<file path="src/rtl/fprx_pkg.sv">
// Shared types and constants for the framed packet receiver.
package fprx_pkg;

  localparam int TBL_ENTRIES = 16;
  localparam int TBL_AW      = $clog2(TBL_ENTRIES);
  localparam int STG_BYTES   = 32;
  localparam int STG_AW      = $clog2(STG_BYTES);
  localparam int CNT_W       = $clog2(STG_BYTES + 1);
  localparam int LEN_MAX     = (2 * TBL_ENTRIES < STG_BYTES) ? 2 * TBL_ENTRIES : STG_BYTES;
  localparam int CFG_AW      = 4;

  localparam logic [7:0] CRC_POLY = 8'h8C;

  localparam logic [7:0] RST_START_BYTE = 8'd126;
  localparam logic [7:0] RST_END_BYTE   = 8'd127;
  localparam logic [7:0] RST_TIMEOUT    = 8'd10;

  typedef enum logic [1:0] {
    OP_BYTE = 2'd0,
    OP_TICK = 2'd1,
    OP_READ = 2'd2
  } op_t;

  typedef enum logic [2:0] {
    ST_OK       = 3'd0,
    ST_ACCEPTED = 3'd1,
    ST_TIMEOUT  = 3'd2,
    ST_BAD_LEN  = 3'd3,
    ST_CRC_ERR  = 3'd4,
    ST_END_ERR  = 3'd5,
    ST_DISCARD  = 3'd6
  } status_t;

  typedef enum logic [1:0] {
    REG_START   = 2'd0,
    REG_END     = 2'd1,
    REG_TIMEOUT = 2'd2
  } reg_idx_t;

  typedef enum logic [2:0] {
    PH_HUNT    = 3'd0,
    PH_LEN     = 3'd1,
    PH_PAYLOAD = 3'd2,
    PH_CRC     = 3'd3,
    PH_END     = 3'd4
  } phase_t;

  typedef enum logic [2:0] {
    SQ_IDLE,
    SQ_CRC,
    SQ_CMT_ID,
    SQ_CMT_VAL,
    SQ_CMT_WR,
    SQ_DONE
  } seq_t;

  typedef struct packed {
    logic       we;
    logic [TBL_AW-1:0] waddr;
    logic [7:0] wdata;
  } tbl_wr_t;

endpackage

</file>
<file path="src/rtl/fprx_crc_unit.sv">
// Bit-serial reflected CRC-8 unit: one bit per cycle.
module fprx_crc_unit (
  input  logic       clk,
  input  logic       rst_n,
  input  logic       start,
  input  logic [7:0] crc_in,
  input  logic [7:0] data_in,
  output logic       done,
  output logic [7:0] crc_out
);

  logic       busy_r;
  logic [2:0] cnt_r;
  logic [7:0] crc_r;
  logic [7:0] data_r;
  logic       done_r;
  logic       mix;

  assign mix = crc_r[0] ^ data_r[0];

  always_ff @(posedge clk) begin
    if (!rst_n) begin
      busy_r <= 1'b0;
      cnt_r  <= '0;
      done_r <= 1'b0;
    end else begin
      done_r <= 1'b0;
      if (start) begin
        busy_r <= 1'b1;
        cnt_r  <= '0;
      end else if (busy_r) begin
        cnt_r <= cnt_r + 3'd1;
        if (cnt_r == 3'd7) begin
          busy_r <= 1'b0;
          done_r <= 1'b1;
        end
      end
    end
  end

  always_ff @(posedge clk) begin
    if (start) begin
      crc_r  <= crc_in;
      data_r <= data_in;
    end else if (busy_r) begin
      crc_r  <= (crc_r >> 1) ^ (mix ? fprx_pkg::CRC_POLY : 8'h00);
      data_r <= data_r >> 1;
    end
  end

  assign done    = done_r;
  assign crc_out = crc_r;

endmodule

</file>
<file path="src/rtl/fprx_value_table.sv">
// Value table: flip-flop entries cleared at reset, one write and one read port.
module fprx_value_table (
  input  logic                        clk,
  input  logic                        rst_n,
  input  fprx_pkg::tbl_wr_t           wr,
  input  logic [fprx_pkg::TBL_AW-1:0] rd_addr,
  output logic [7:0]                  rd_data
);

  logic [7:0] entry_r [fprx_pkg::TBL_ENTRIES];

  always_ff @(posedge clk) begin
    if (!rst_n) begin
      for (int i = 0; i < fprx_pkg::TBL_ENTRIES; i++) begin
        entry_r[i[fprx_pkg::TBL_AW-1:0]] <= 8'h00;
      end
    end else if (wr.we) begin
      entry_r[wr.waddr] <= wr.wdata;
    end
  end

  assign rd_data = entry_r[rd_addr];

endmodule

</file>
<file path="src/rtl/framed_packet_receiver_crc8.sv">
// Top level: framed serial packet receiver with CRC-8 check and value table.
// Each transaction carries one operation: a received byte, a time tick or a
// table read, and gives exactly one result (status, read_value). Reads, ticks
// and non-payload bytes are settled when accepted and then passed on to the
// result. A payload byte is written to the staging memory and fed to the
// bit-serial CRC unit, which advances one bit per cycle; the new CRC is then
// written back and the result given. A matching end byte of a non-empty frame
// commits the staged pairs, each id/value pair by two reads of the staging
// memory, which has one read port, and one table write. in_stall is high
// while an operation is in progress; one result register lets the next
// transaction be accepted while the previous result waits on out_stall.
module framed_packet_receiver_crc8 (
  input  logic                          clk,
  input  logic                          rst_n,
  input  logic                          in_valid,
  output logic                          in_stall,
  input  logic [1:0]                    in_operation,
  input  logic [7:0]                    in_rx_byte,
  input  logic [3:0]                    in_read_index,
  output logic                          out_valid,
  input  logic                          out_stall,
  output logic [2:0]                    out_status,
  output logic [7:0]                    out_read_value,
  input  logic                          cfg_psel,
  input  logic                          cfg_penable,
  input  logic                          cfg_pwrite,
  input  logic [fprx_pkg::CFG_AW-1:0]   cfg_paddr,
  input  logic [31:0]                   cfg_pwdata,
  output logic [31:0]                   cfg_prdata,
  output logic                          cfg_pready
);

  // configuration registers
  logic [7:0] start_byte_r, end_byte_r, timeout_r;
  logic       cfg_wr;
  logic [1:0] cfg_idx;

  assign cfg_pready = 1'b1;
  assign cfg_wr     = cfg_psel && cfg_penable && cfg_pwrite;
  assign cfg_idx    = cfg_paddr[3:2];

  always_ff @(posedge clk) begin
    if (!rst_n) begin
      start_byte_r <= fprx_pkg::RST_START_BYTE;
      end_byte_r   <= fprx_pkg::RST_END_BYTE;
      timeout_r    <= fprx_pkg::RST_TIMEOUT;
    end else if (cfg_wr) begin
      case (cfg_idx)
        fprx_pkg::REG_START:   start_byte_r <= cfg_pwdata[7:0];
        fprx_pkg::REG_END:     end_byte_r   <= cfg_pwdata[7:0];
        fprx_pkg::REG_TIMEOUT: timeout_r    <= cfg_pwdata[7:0];
        default: ;
      endcase
    end
  end

  always_comb begin
    case (cfg_idx)
      fprx_pkg::REG_START:   cfg_prdata = {24'h0, start_byte_r};
      fprx_pkg::REG_END:     cfg_prdata = {24'h0, end_byte_r};
      fprx_pkg::REG_TIMEOUT: cfg_prdata = {24'h0, timeout_r};
      default:               cfg_prdata = 32'h0;
    endcase
  end

  // sequencer and frame state
  fprx_pkg::seq_t   seq_r, seq_nxt;
  fprx_pkg::phase_t phase_r, phase_nxt;
  logic [fprx_pkg::CNT_W-1:0] flen_r, flen_nxt;
  logic [fprx_pkg::CNT_W-1:0] bcnt_r, bcnt_nxt;
  logic [fprx_pkg::CNT_W-1:0] cidx_r, cidx_nxt;
  logic [7:0] rcrc_r, rcrc_nxt;
  logic [7:0] tick_r, tick_nxt;
  logic [7:0] id_r, id_nxt;
  logic [2:0] res_status_r, res_status_nxt;
  logic [7:0] res_value_r, res_value_nxt;
  logic       out_valid_r, out_valid_nxt;
  logic [2:0] out_status_r, out_status_nxt;
  logic [7:0] out_value_r, out_value_nxt;

  logic accept, out_free;
  logic crc_start, crc_done;
  logic [7:0] crc_out;
  logic [fprx_pkg::CNT_W-1:0] bcnt_inc, cidx_inc;
  logic [7:0] tick_sat;

  // staging memory
  logic [7:0] stg_mem [fprx_pkg::STG_BYTES];
  logic       stg_we, stg_re;
  logic [fprx_pkg::STG_AW-1:0] stg_waddr, stg_raddr;
  logic [7:0] stg_rdata_r;

  fprx_pkg::tbl_wr_t tbl_wr;
  logic [7:0]        tbl_rdata;

  assign accept   = in_valid && !in_stall;
  assign in_stall = (seq_r != fprx_pkg::SQ_IDLE);
  assign out_free = !out_valid_r || !out_stall;
  assign bcnt_inc = bcnt_r + fprx_pkg::CNT_W'(1);
  assign cidx_inc = cidx_r + fprx_pkg::CNT_W'(2);
  assign tick_sat = (tick_r == 8'hFF) ? tick_r : tick_r + 8'd1;

  always_ff @(posedge clk) begin
    if (stg_we) begin
      stg_mem[stg_waddr] <= in_rx_byte;
    end
    if (stg_re) begin
      stg_rdata_r <= stg_mem[stg_raddr];
    end
  end

  fprx_crc_unit u_crc (
    .clk     (clk),
    .rst_n   (rst_n),
    .start   (crc_start),
    .crc_in  (rcrc_r),
    .data_in (in_rx_byte),
    .done    (crc_done),
    .crc_out (crc_out)
  );

  fprx_value_table u_tbl (
    .clk     (clk),
    .rst_n   (rst_n),
    .wr      (tbl_wr),
    .rd_addr (fprx_pkg::TBL_AW'(in_read_index)),
    .rd_data (tbl_rdata)
  );

  // next state of the sequencer
  always_comb begin
    seq_nxt = seq_r;
    case (seq_r)
      fprx_pkg::SQ_IDLE: begin
        if (accept) begin
          seq_nxt = fprx_pkg::SQ_DONE;
          if (fprx_pkg::op_t'(in_operation) == fprx_pkg::OP_BYTE) begin
            if (phase_r == fprx_pkg::PH_PAYLOAD) begin
              seq_nxt = fprx_pkg::SQ_CRC;
            end else if (phase_r == fprx_pkg::PH_END && in_rx_byte == end_byte_r &&
                         flen_r != '0) begin
              seq_nxt = fprx_pkg::SQ_CMT_ID;
            end
          end
        end
      end
      fprx_pkg::SQ_CRC:     if (crc_done) seq_nxt = fprx_pkg::SQ_DONE;
      fprx_pkg::SQ_CMT_ID:  seq_nxt = fprx_pkg::SQ_CMT_VAL;
      fprx_pkg::SQ_CMT_VAL: seq_nxt = fprx_pkg::SQ_CMT_WR;
      fprx_pkg::SQ_CMT_WR: begin
        seq_nxt = (cidx_inc >= flen_r) ? fprx_pkg::SQ_DONE : fprx_pkg::SQ_CMT_ID;
      end
      fprx_pkg::SQ_DONE:    if (out_free) seq_nxt = fprx_pkg::SQ_IDLE;
      default:              seq_nxt = fprx_pkg::SQ_IDLE;
    endcase
  end

  // datapath and outputs
  always_comb begin
    phase_nxt      = phase_r;
    flen_nxt       = flen_r;
    bcnt_nxt       = bcnt_r;
    cidx_nxt       = cidx_r;
    rcrc_nxt       = rcrc_r;
    tick_nxt       = tick_r;
    id_nxt         = id_r;
    res_status_nxt = res_status_r;
    res_value_nxt  = res_value_r;
    out_valid_nxt  = out_valid_r && out_stall;
    out_status_nxt = out_status_r;
    out_value_nxt  = out_value_r;
    crc_start      = 1'b0;
    stg_we         = 1'b0;
    stg_waddr      = bcnt_r[fprx_pkg::STG_AW-1:0];
    stg_re         = 1'b0;
    stg_raddr      = cidx_r[fprx_pkg::STG_AW-1:0];
    tbl_wr.we      = 1'b0;
    tbl_wr.waddr   = id_r[fprx_pkg::TBL_AW-1:0];
    tbl_wr.wdata   = stg_rdata_r;

    case (seq_r)
      fprx_pkg::SQ_IDLE: begin
        if (accept) begin
          res_status_nxt = fprx_pkg::ST_OK;
          res_value_nxt  = 8'h00;
          case (fprx_pkg::op_t'(in_operation))
            fprx_pkg::OP_BYTE: begin
              case (phase_r)
                fprx_pkg::PH_HUNT: begin
                  if (in_rx_byte == start_byte_r) begin
                    phase_nxt = fprx_pkg::PH_LEN;
                    tick_nxt  = 8'h00;
                  end else begin
                    res_status_nxt = fprx_pkg::ST_DISCARD;
                  end
                end
                fprx_pkg::PH_LEN: begin
                  if (in_rx_byte[0] || 32'(in_rx_byte) > fprx_pkg::LEN_MAX) begin
                    phase_nxt      = fprx_pkg::PH_HUNT;
                    res_status_nxt = fprx_pkg::ST_BAD_LEN;
                  end else begin
                    flen_nxt  = fprx_pkg::CNT_W'(in_rx_byte);
                    bcnt_nxt  = '0;
                    rcrc_nxt  = 8'h00;
                    phase_nxt = (in_rx_byte == 8'h00) ? fprx_pkg::PH_CRC
                                                      : fprx_pkg::PH_PAYLOAD;
                  end
                end
                fprx_pkg::PH_PAYLOAD: begin
                  stg_we    = 1'b1;
                  crc_start = 1'b1;
                  bcnt_nxt  = bcnt_inc;
                  if (bcnt_inc >= flen_r) phase_nxt = fprx_pkg::PH_CRC;
                end
                fprx_pkg::PH_CRC: begin
                  if (in_rx_byte != rcrc_r) begin
                    phase_nxt      = fprx_pkg::PH_HUNT;
                    res_status_nxt = fprx_pkg::ST_CRC_ERR;
                  end else begin
                    phase_nxt = fprx_pkg::PH_END;
                  end
                end
                fprx_pkg::PH_END: begin
                  phase_nxt = fprx_pkg::PH_HUNT;
                  if (in_rx_byte != end_byte_r) begin
                    res_status_nxt = fprx_pkg::ST_END_ERR;
                  end else begin
                    res_status_nxt = fprx_pkg::ST_ACCEPTED;
                    cidx_nxt       = '0;
                  end
                end
                default: phase_nxt = fprx_pkg::PH_HUNT;
              endcase
            end
            fprx_pkg::OP_TICK: begin
              if (phase_r != fprx_pkg::PH_HUNT) begin
                tick_nxt = tick_sat;
                if (tick_sat >= timeout_r) begin
                  phase_nxt      = fprx_pkg::PH_HUNT;
                  res_status_nxt = fprx_pkg::ST_TIMEOUT;
                end
              end
            end
            fprx_pkg::OP_READ: begin
              if (32'(in_read_index) < fprx_pkg::TBL_ENTRIES) res_value_nxt = tbl_rdata;
            end
            default: ;
          endcase
        end
      end
      fprx_pkg::SQ_CRC: begin
        if (crc_done) rcrc_nxt = crc_out;
      end
      fprx_pkg::SQ_CMT_ID: begin
        stg_re = 1'b1;
      end
      fprx_pkg::SQ_CMT_VAL: begin
        // id arrives now; fetch its value
        id_nxt    = stg_rdata_r;
        stg_re    = 1'b1;
        stg_raddr = cidx_r[fprx_pkg::STG_AW-1:0] + fprx_pkg::STG_AW'(1);
      end
      fprx_pkg::SQ_CMT_WR: begin
        tbl_wr.we = (32'(id_r) < fprx_pkg::TBL_ENTRIES);
        cidx_nxt  = cidx_inc;
      end
      fprx_pkg::SQ_DONE: begin
        if (out_free) begin
          out_valid_nxt  = 1'b1;
          out_status_nxt = res_status_r;
          out_value_nxt  = res_value_r;
        end
      end
      default: ;
    endcase
  end

  always_ff @(posedge clk) begin
    if (!rst_n) begin
      seq_r       <= fprx_pkg::SQ_IDLE;
      phase_r     <= fprx_pkg::PH_HUNT;
      flen_r      <= '0;
      bcnt_r      <= '0;
      cidx_r      <= '0;
      rcrc_r      <= 8'h00;
      tick_r      <= 8'h00;
      out_valid_r <= 1'b0;
    end else begin
      seq_r       <= seq_nxt;
      phase_r     <= phase_nxt;
      flen_r      <= flen_nxt;
      bcnt_r      <= bcnt_nxt;
      cidx_r      <= cidx_nxt;
      rcrc_r      <= rcrc_nxt;
      tick_r      <= tick_nxt;
      out_valid_r <= out_valid_nxt;
    end
  end

  always_ff @(posedge clk) begin
    id_r         <= id_nxt;
    res_status_r <= res_status_nxt;
    res_value_r  <= res_value_nxt;
    out_status_r <= out_status_nxt;
    out_value_r  <= out_value_nxt;
  end

  assign out_valid      = out_valid_r;
  assign out_status     = out_status_r;
  assign out_read_value = out_value_r;

endmodule
</file>
<file path="config.mk">
export PLATFORM = sky130hd
export DESIGN_NAME = framed_packet_receiver_crc8
export DESIGN_NICKNAME = d
export VERILOG_FILES = /design/src/rtl/fprx_pkg.sv /design/src/rtl/fprx_crc_unit.sv /design/src/rtl/fprx_value_table.sv /design/src/rtl/framed_packet_receiver_crc8.sv
export SDC_FILE = /design/constraint.sdc
export NUM_CORES = 1
export LEC_CHECK = 0
export BUFFER_PORTS_ARGS = -buffer_cell sky130_fd_sc_hd__buf_2
export CORE_ASPECT_RATIO = 0.5
export CORE_MARGIN = 2
export CORE_UTILIZATION = 55
export DETAILED_ROUTE_END_ITERATION = 16
export PLACE_DENSITY = 0.81
export SKIP_CTS_REPAIR_TIMING = 1
export SKIP_LAST_GASP = 1
export SYNTH_ARGS = -nofsm -noshare
export SYNTH_HDL_FRONTEND = slang
export SYNTH_SLANG_ARGS = --single-unit
</file>
<file path="constraint.sdc">
create_clock -name clk -period 2.7 [get_ports clk]
set_input_delay 0.405 -clock clk [delete_from_list [all_inputs] [get_ports clk]]
set_output_delay 0.405 -clock clk [all_outputs]
set_load 0.005 [all_outputs]
</file>
Word-level counts from Yosys, hierarchy flattened --
Memory sizes are Yosys's and may differ from the RTL's. A register that Yosys moved wholly into a read port is not among the register bits. Index checks and enable logic that the tools add are counted.
Word-level totals: flip-flop bits (word level) 108, memory bits (writable) 384, input port bits 57, output and inout port bits 46, memories kept 2
Cells by class: add/subtract/negate cells 5, order comparisons 5, equal/unequal tests 34, muxes and demuxes 71, bitwise logic cells 5, reductions and logical operators 41
Memories:
- stg_mem | words 32, width 8, rd ports 1, clocked after memory_dff 1, write ports 1, line framed_packet_receiver_crc8.sv:88 | logic [7:0] stg_mem [fprx_pkg::STG_BYTES];
- u_tbl.entry_r | words 16, width 8, rd ports 1, clocked after memory_dff 1, write ports 16, line fprx_value_table.sv:10 | logic [7:0] entry_r [fprx_pkg::TBL_ENTRIES];
Operators with widths (number):
- $mux W8 | 15
- $mux W3 | 15
- $pmux W8 S2 | 2
- $mux W6 | 5
- $pmux W3 S4 | 2
- $pmux W6 S2 | 2
- $pmux W8 S3 | 1
- $mux W1 | 20
- $ne A2 B2 Y1 const B | 9
- $pmux W3 S6 | 1
- $eq A8 B8 Y1 | 2
- $ne A8 B8 Y1 | 2
- $reduce_and A5 Y1 | 3
- $eq A3 B2 Y1 const B | 4
- $eq A3 B3 Y1 const B | 4
- $ge A6 B6 Y1 | 2
- $pmux W3 S2 | 2
- $reduce_and A6 Y1 | 2
- $reduce_and A2 Y1 | 5
- $reduce_bool A2 Y1 | 5
- $add A8 B1 Y8 const B | 1
- $eq A8 B8 Y1 const B | 1
- $ge A8 B8 Y1 | 1
- $gt A8 B6 Y1 const B | 1
- other kinds (30) | 54

Depth between registers and ports, before layout --
depth in word-level cells 8, gate-level depth with buffers 12, gate-level depth less buffers 11

Hierarchy --
Synthesis repeated with hierarchy kept, for this count alone.
Unflattened totals: cell total of the unflattened synthesis 1471, area total of the unflattened synthesis 22228.8 sq um
Modules (own cells, without submodules):
- framed_packet_receiver_crc8 | instances 1, cells each 1037, area an instance 15377.2 sq um
- fprx_value_table | instances 1, cells each 375, area an instance 5933.2 sq um
- fprx_crc_unit | instances 1, cells each 59, area an instance 918.4 sq um

Worst setup path after synthesis --
OpenSTA, ideal clock, no wires.
path kind flip-flop to flip-flop, from reg tick_r[0], to reg phase_r[0], arrival 2.800 ns, data required time 2.628 ns, path slack -0.171 ns, stages on the path, launching flop included 12, path buffers 1, cell sequence dfxtp_1 -> ha_1 -> and3_1 -> clkbuf_1 -> nand3_1 -> xnor2_1 -> ha_1 -> nand2b_1 -> a2111o_1 -> a31o_2 -> a32oi_1 -> mux2i_1
Between the ends: longest elaborated chain between the ends 5, elaborated cells on any way between the ends 6, classes of those cells 1 x add/sub; 1 x order compare; 2 x eq/ne; 1 x mux; 1 x reduce/logical
RTL lines:
- start, declared | line framed_packet_receiver_crc8.sv:73 | logic [7:0] tick_r, tick_nxt;
- start signal, assigned | line framed_packet_receiver_crc8.sv:295 | tick_r <= tick_nxt;
- $add A8 B1 Y8 or $eq A8 B8 Y1 (tied branches) | line framed_packet_receiver_crc8.sv:101 | assign tick_sat = (tick_r == 8'hFF) ? tick_r : tick_r + 8'd1;
- $mux W8 (*) | line framed_packet_receiver_crc8.sv:101
- $ge A8 B8 Y1 (*) | line framed_packet_receiver_crc8.sv:238 | if (tick_sat >= timeout_r) begin
- $ne A2 B2 Y1 (no source line) (*)
- $reduce_and A7 Y1 (no source line) (*)
- end signal, assigned | line framed_packet_receiver_crc8.sv:281 | phase_r <= fprx_pkg::PH_HUNT;
- end signal, assigned | line framed_packet_receiver_crc8.sv:290 | phase_r <= phase_nxt;
- end, declared | line framed_packet_receiver_crc8.sv:68 | fprx_pkg::phase_t phase_r, phase_nxt;
Every way passes the cells marked *; elsewhere a longest branch is shown, timed or not. A chain may end at the register's enable or synchronous reset.

Final worst setup path --
from reg seq_r[2], to mem stg_mem[10][5] (enable)
Between the ends: longest elaborated chain between the ends 7, elaborated cells on any way between the ends 8, classes of those cells 4 x mux; 4 x reduce/logical
RTL lines:
- start, declared | line framed_packet_receiver_crc8.sv:67 | fprx_pkg::seq_t seq_r, seq_nxt;
- start signal, assigned | line framed_packet_receiver_crc8.sv:280 | seq_r <= fprx_pkg::SQ_IDLE;
- start signal, assigned | line framed_packet_receiver_crc8.sv:289 | seq_r <= seq_nxt;
- $reduce_bool A3 Y1 | line framed_packet_receiver_crc8.sv:97 | assign in_stall = (seq_r != fprx_pkg::SQ_IDLE);
- $logic_not A1 Y1 | line framed_packet_receiver_crc8.sv:96 | assign accept = in_valid && !in_stall;
- $logic_and A1 B1 Y1 | line framed_packet_receiver_crc8.sv:96
- $mux W1 | line framed_packet_receiver_crc8.sv:183 | if (accept) begin
- $mux W1 (*) | line framed_packet_receiver_crc8.sv:181 | case (seq_r)
- $mux W1 (*) | line framed_packet_receiver_crc8.sv:104 | if (stg_we) begin
- $mux W1 (implied by the code) (*) | line framed_packet_receiver_crc8.sv:105 | stg_mem[stg_waddr] <= in_rx_byte;
- end, declared | line framed_packet_receiver_crc8.sv:88
Marked as above.

==> metrics.txt <==
drc violations=0; cell area power density=631.1 nW/um^2; final hold viol count=0; Area Overhead vs Synth=12.49%; DR vias/cell=6.042; initial DRC count=1528; Clock transition at path regs=0.07 ns; crit-path max FO=8; synth cell count leaders=edfxtp_1, nand2_1, and2_1; Final period util=96.54%; Yosys cell types=75; top-area cell type share of the netlist area=59.58%; # nets final=1718; CP startpoint kind=register; CP peak stage delay=0.62 ns; routability cong.=0.8578; WP data arrival=2.89 ns; Avg Cell Area, Syn=14.60 sq um; max FFs per register=256; register area=14540 sq um; synth top area cells=edfxtp_1, mux4_2, dfxtp_1; Synth Cell Area=22080 sq um; vias in the first global route=13037; clk buf depth=3; count leader, synth=edfxtp_1; Routed Antenna Nets=0; via count=13299; Max-Cap Viols=0; sequential area share after synthesis=65.84%; post-route worst setup slack=0.09343 ns; largest registers=stg_mem (256), u_tbl.entry_r (128); num rows=51; Placed Cells incl. Taps=2116; Cell Count, Final, Fillers Out=2201; Largest Register=stg_mem; first-pass GRT wire length=75640 microns; fmax=383.6 MHz; cell count after synthesis=1512; CTS Buf Count=43; chip height=145.7 microns; Synth warnings=0; Synth Flop Type=edfxtp_1; DP HPWL=31330 microns; layout cells sized above 1=20.97%; Critical Path Start=seq_r[2]; Slew Viols, Final=0; root buffer cell=clkbuf_16; Total GRT Usage=23.81%; pin count of the biggest net entering global routing=58; Worst-Margin Slew=0.6465 ns; Critical Path RT=2.99 ns; FILL cells=2724; Cell Chain, Critical Path=or4b_1, nor4_4, nand2_1, nor2_1, buf_4; ys async rst share=0%; total leakage power=8.652 nW; Starting Density=56.25%; drt total wl=49500 microns; skew final=0.03608 ns; EDFF count, synth=438; Setup WS pre-CTS=0.04276 ns; multi-input combinational cell area=7030 sq um; Slowest-stage cell, CP=or4b_1; worst r2r src=seq_r[2]; Synth Register Bits=507; Sink Count=507; Port-buffer cells=51; min Tclk post-route=2.607 ns; Slew headroom=56.74%; CTS H-tree lvls=2; # IOs=103; Die Area=41850 sq um; Avg WL per Cell=22.49 microns; Hold Path Origin=cfg_pwdata[1]; maximum vdd drop=446.7 uV; WS Path Type=register to register; initial antenna violation count=2; Yosys top cell by area=edfxtp_1; worst-skew pair later-pin latency=0.59 ns; Chip Width=287.3 microns; Final Setup Violations=0; drt first pass iters=6; setup_tns=0 ns; CTS tree=built; total gr overflow=0; outcome=finished, final reports clean; core area=39240 sq um; critical path capture point type=register; Tightest Hold Check Type=input port to register
## metrics by stage
stage / instance area (sq um) / hold slack [ns] / total power [mW] / utilization, %
floorplan: 22180 / 0.4003 / 9.409 / -
global placement: 23390 / 0.4005 / 9.750 / 59.61
detailed placement: 23390 / 0.4074 / 9.773 / 59.61
CTS: 24760 / 0.08977 / 15.72 / 63.08
global route: 24830 / 0.1035 / 16.09 / 63.28
finish: 24830 / 0.1058 / 15.67 / 63.28
## cell type report
type                    count  area share (%)
diodes                      2         0.02015
clock buffers              61           4.948
clock inverters            19          0.5341
flip-flops and latches    507           58.54
repair buffers            162           4.585
multi-input cells         895           28.31
well taps                 530           2.670
inverters                  25          0.3880
## kinds of logic (layout without fill, tap and decap cells)
| logic type | count (synthesis) | after routing | share of synthesized area (%) |
|---|---|---|---|
| flip-flops | 507 | 507 | 65.84 |
| AND/OR/NAND/NOR | 493 | 493 | 11.63 |
| XOR/XNOR | 36 | 36 | 1.428 |
| buffers and inverters | 133 | 267 | 2.976 |
| multiplexers | 128 | 128 | 10.80 |
| AO/OA/AOI/OAI | 186 | 186 | 5.770 |
| other | 2 | 27 | 0.03402 |
| adder cells (fa/ha/maj) | 27 | 27 | 1.530 |
## final timing paths
kind                            slack [ns]  cells after the start               to
worst max-delay path                  0.09                      5   stg_mem[10][5]
worst min-delay path                  0.11                      3  start_byte_r[1]
worst max register to register        0.09                      5   stg_mem[10][5]
worst min register to register        0.41                      0    out_status[2]
## per-layer routing
metal / up-vias / track usage [%] / wire [microns]
met5: - / 0 / 0
met4: 0 / 8.464 / 1501
met3: 106 / 4.044 / 4224
met2: 692 / 38.61 / 23960
met1: 6579 / 32.89 / 19810
li1: 5922 / - / -
## worst max-delay path, delay by kind of cell, from the launching register on
family	cells	cell delay, ns
buf+inv	1	0.23
flops	1	0.35
simple gates	4	1.72
## layout by cell type (no fill, tap or decap), drive strengths merged, types with 13 or more instances in the layout
master  synthesis  layout
edfxtp        438     438
buf            58     162
nand2         137     137
and2          131     131
mux4           88      88
nor2           82      82
dfxtp          69      69
clkbuf         50      61
a21oi          57      57
mux2i          39      39
nand3          38      38
o21ai          34      34
inv            23      28
ha             27      27
conb            2      25
o221ai         24      24
xnor2          23      23
nor2b          19      19
nor3           18      18
nand2b         15      15
clkinv          2      15
xor2           13      13
## power by group
group	internal, mW	switching (mW)
sequential	8.61	0.0624
combinational	0.367	0.579
clock	3.22	2.84
Power figures use the tool's default switching activity.
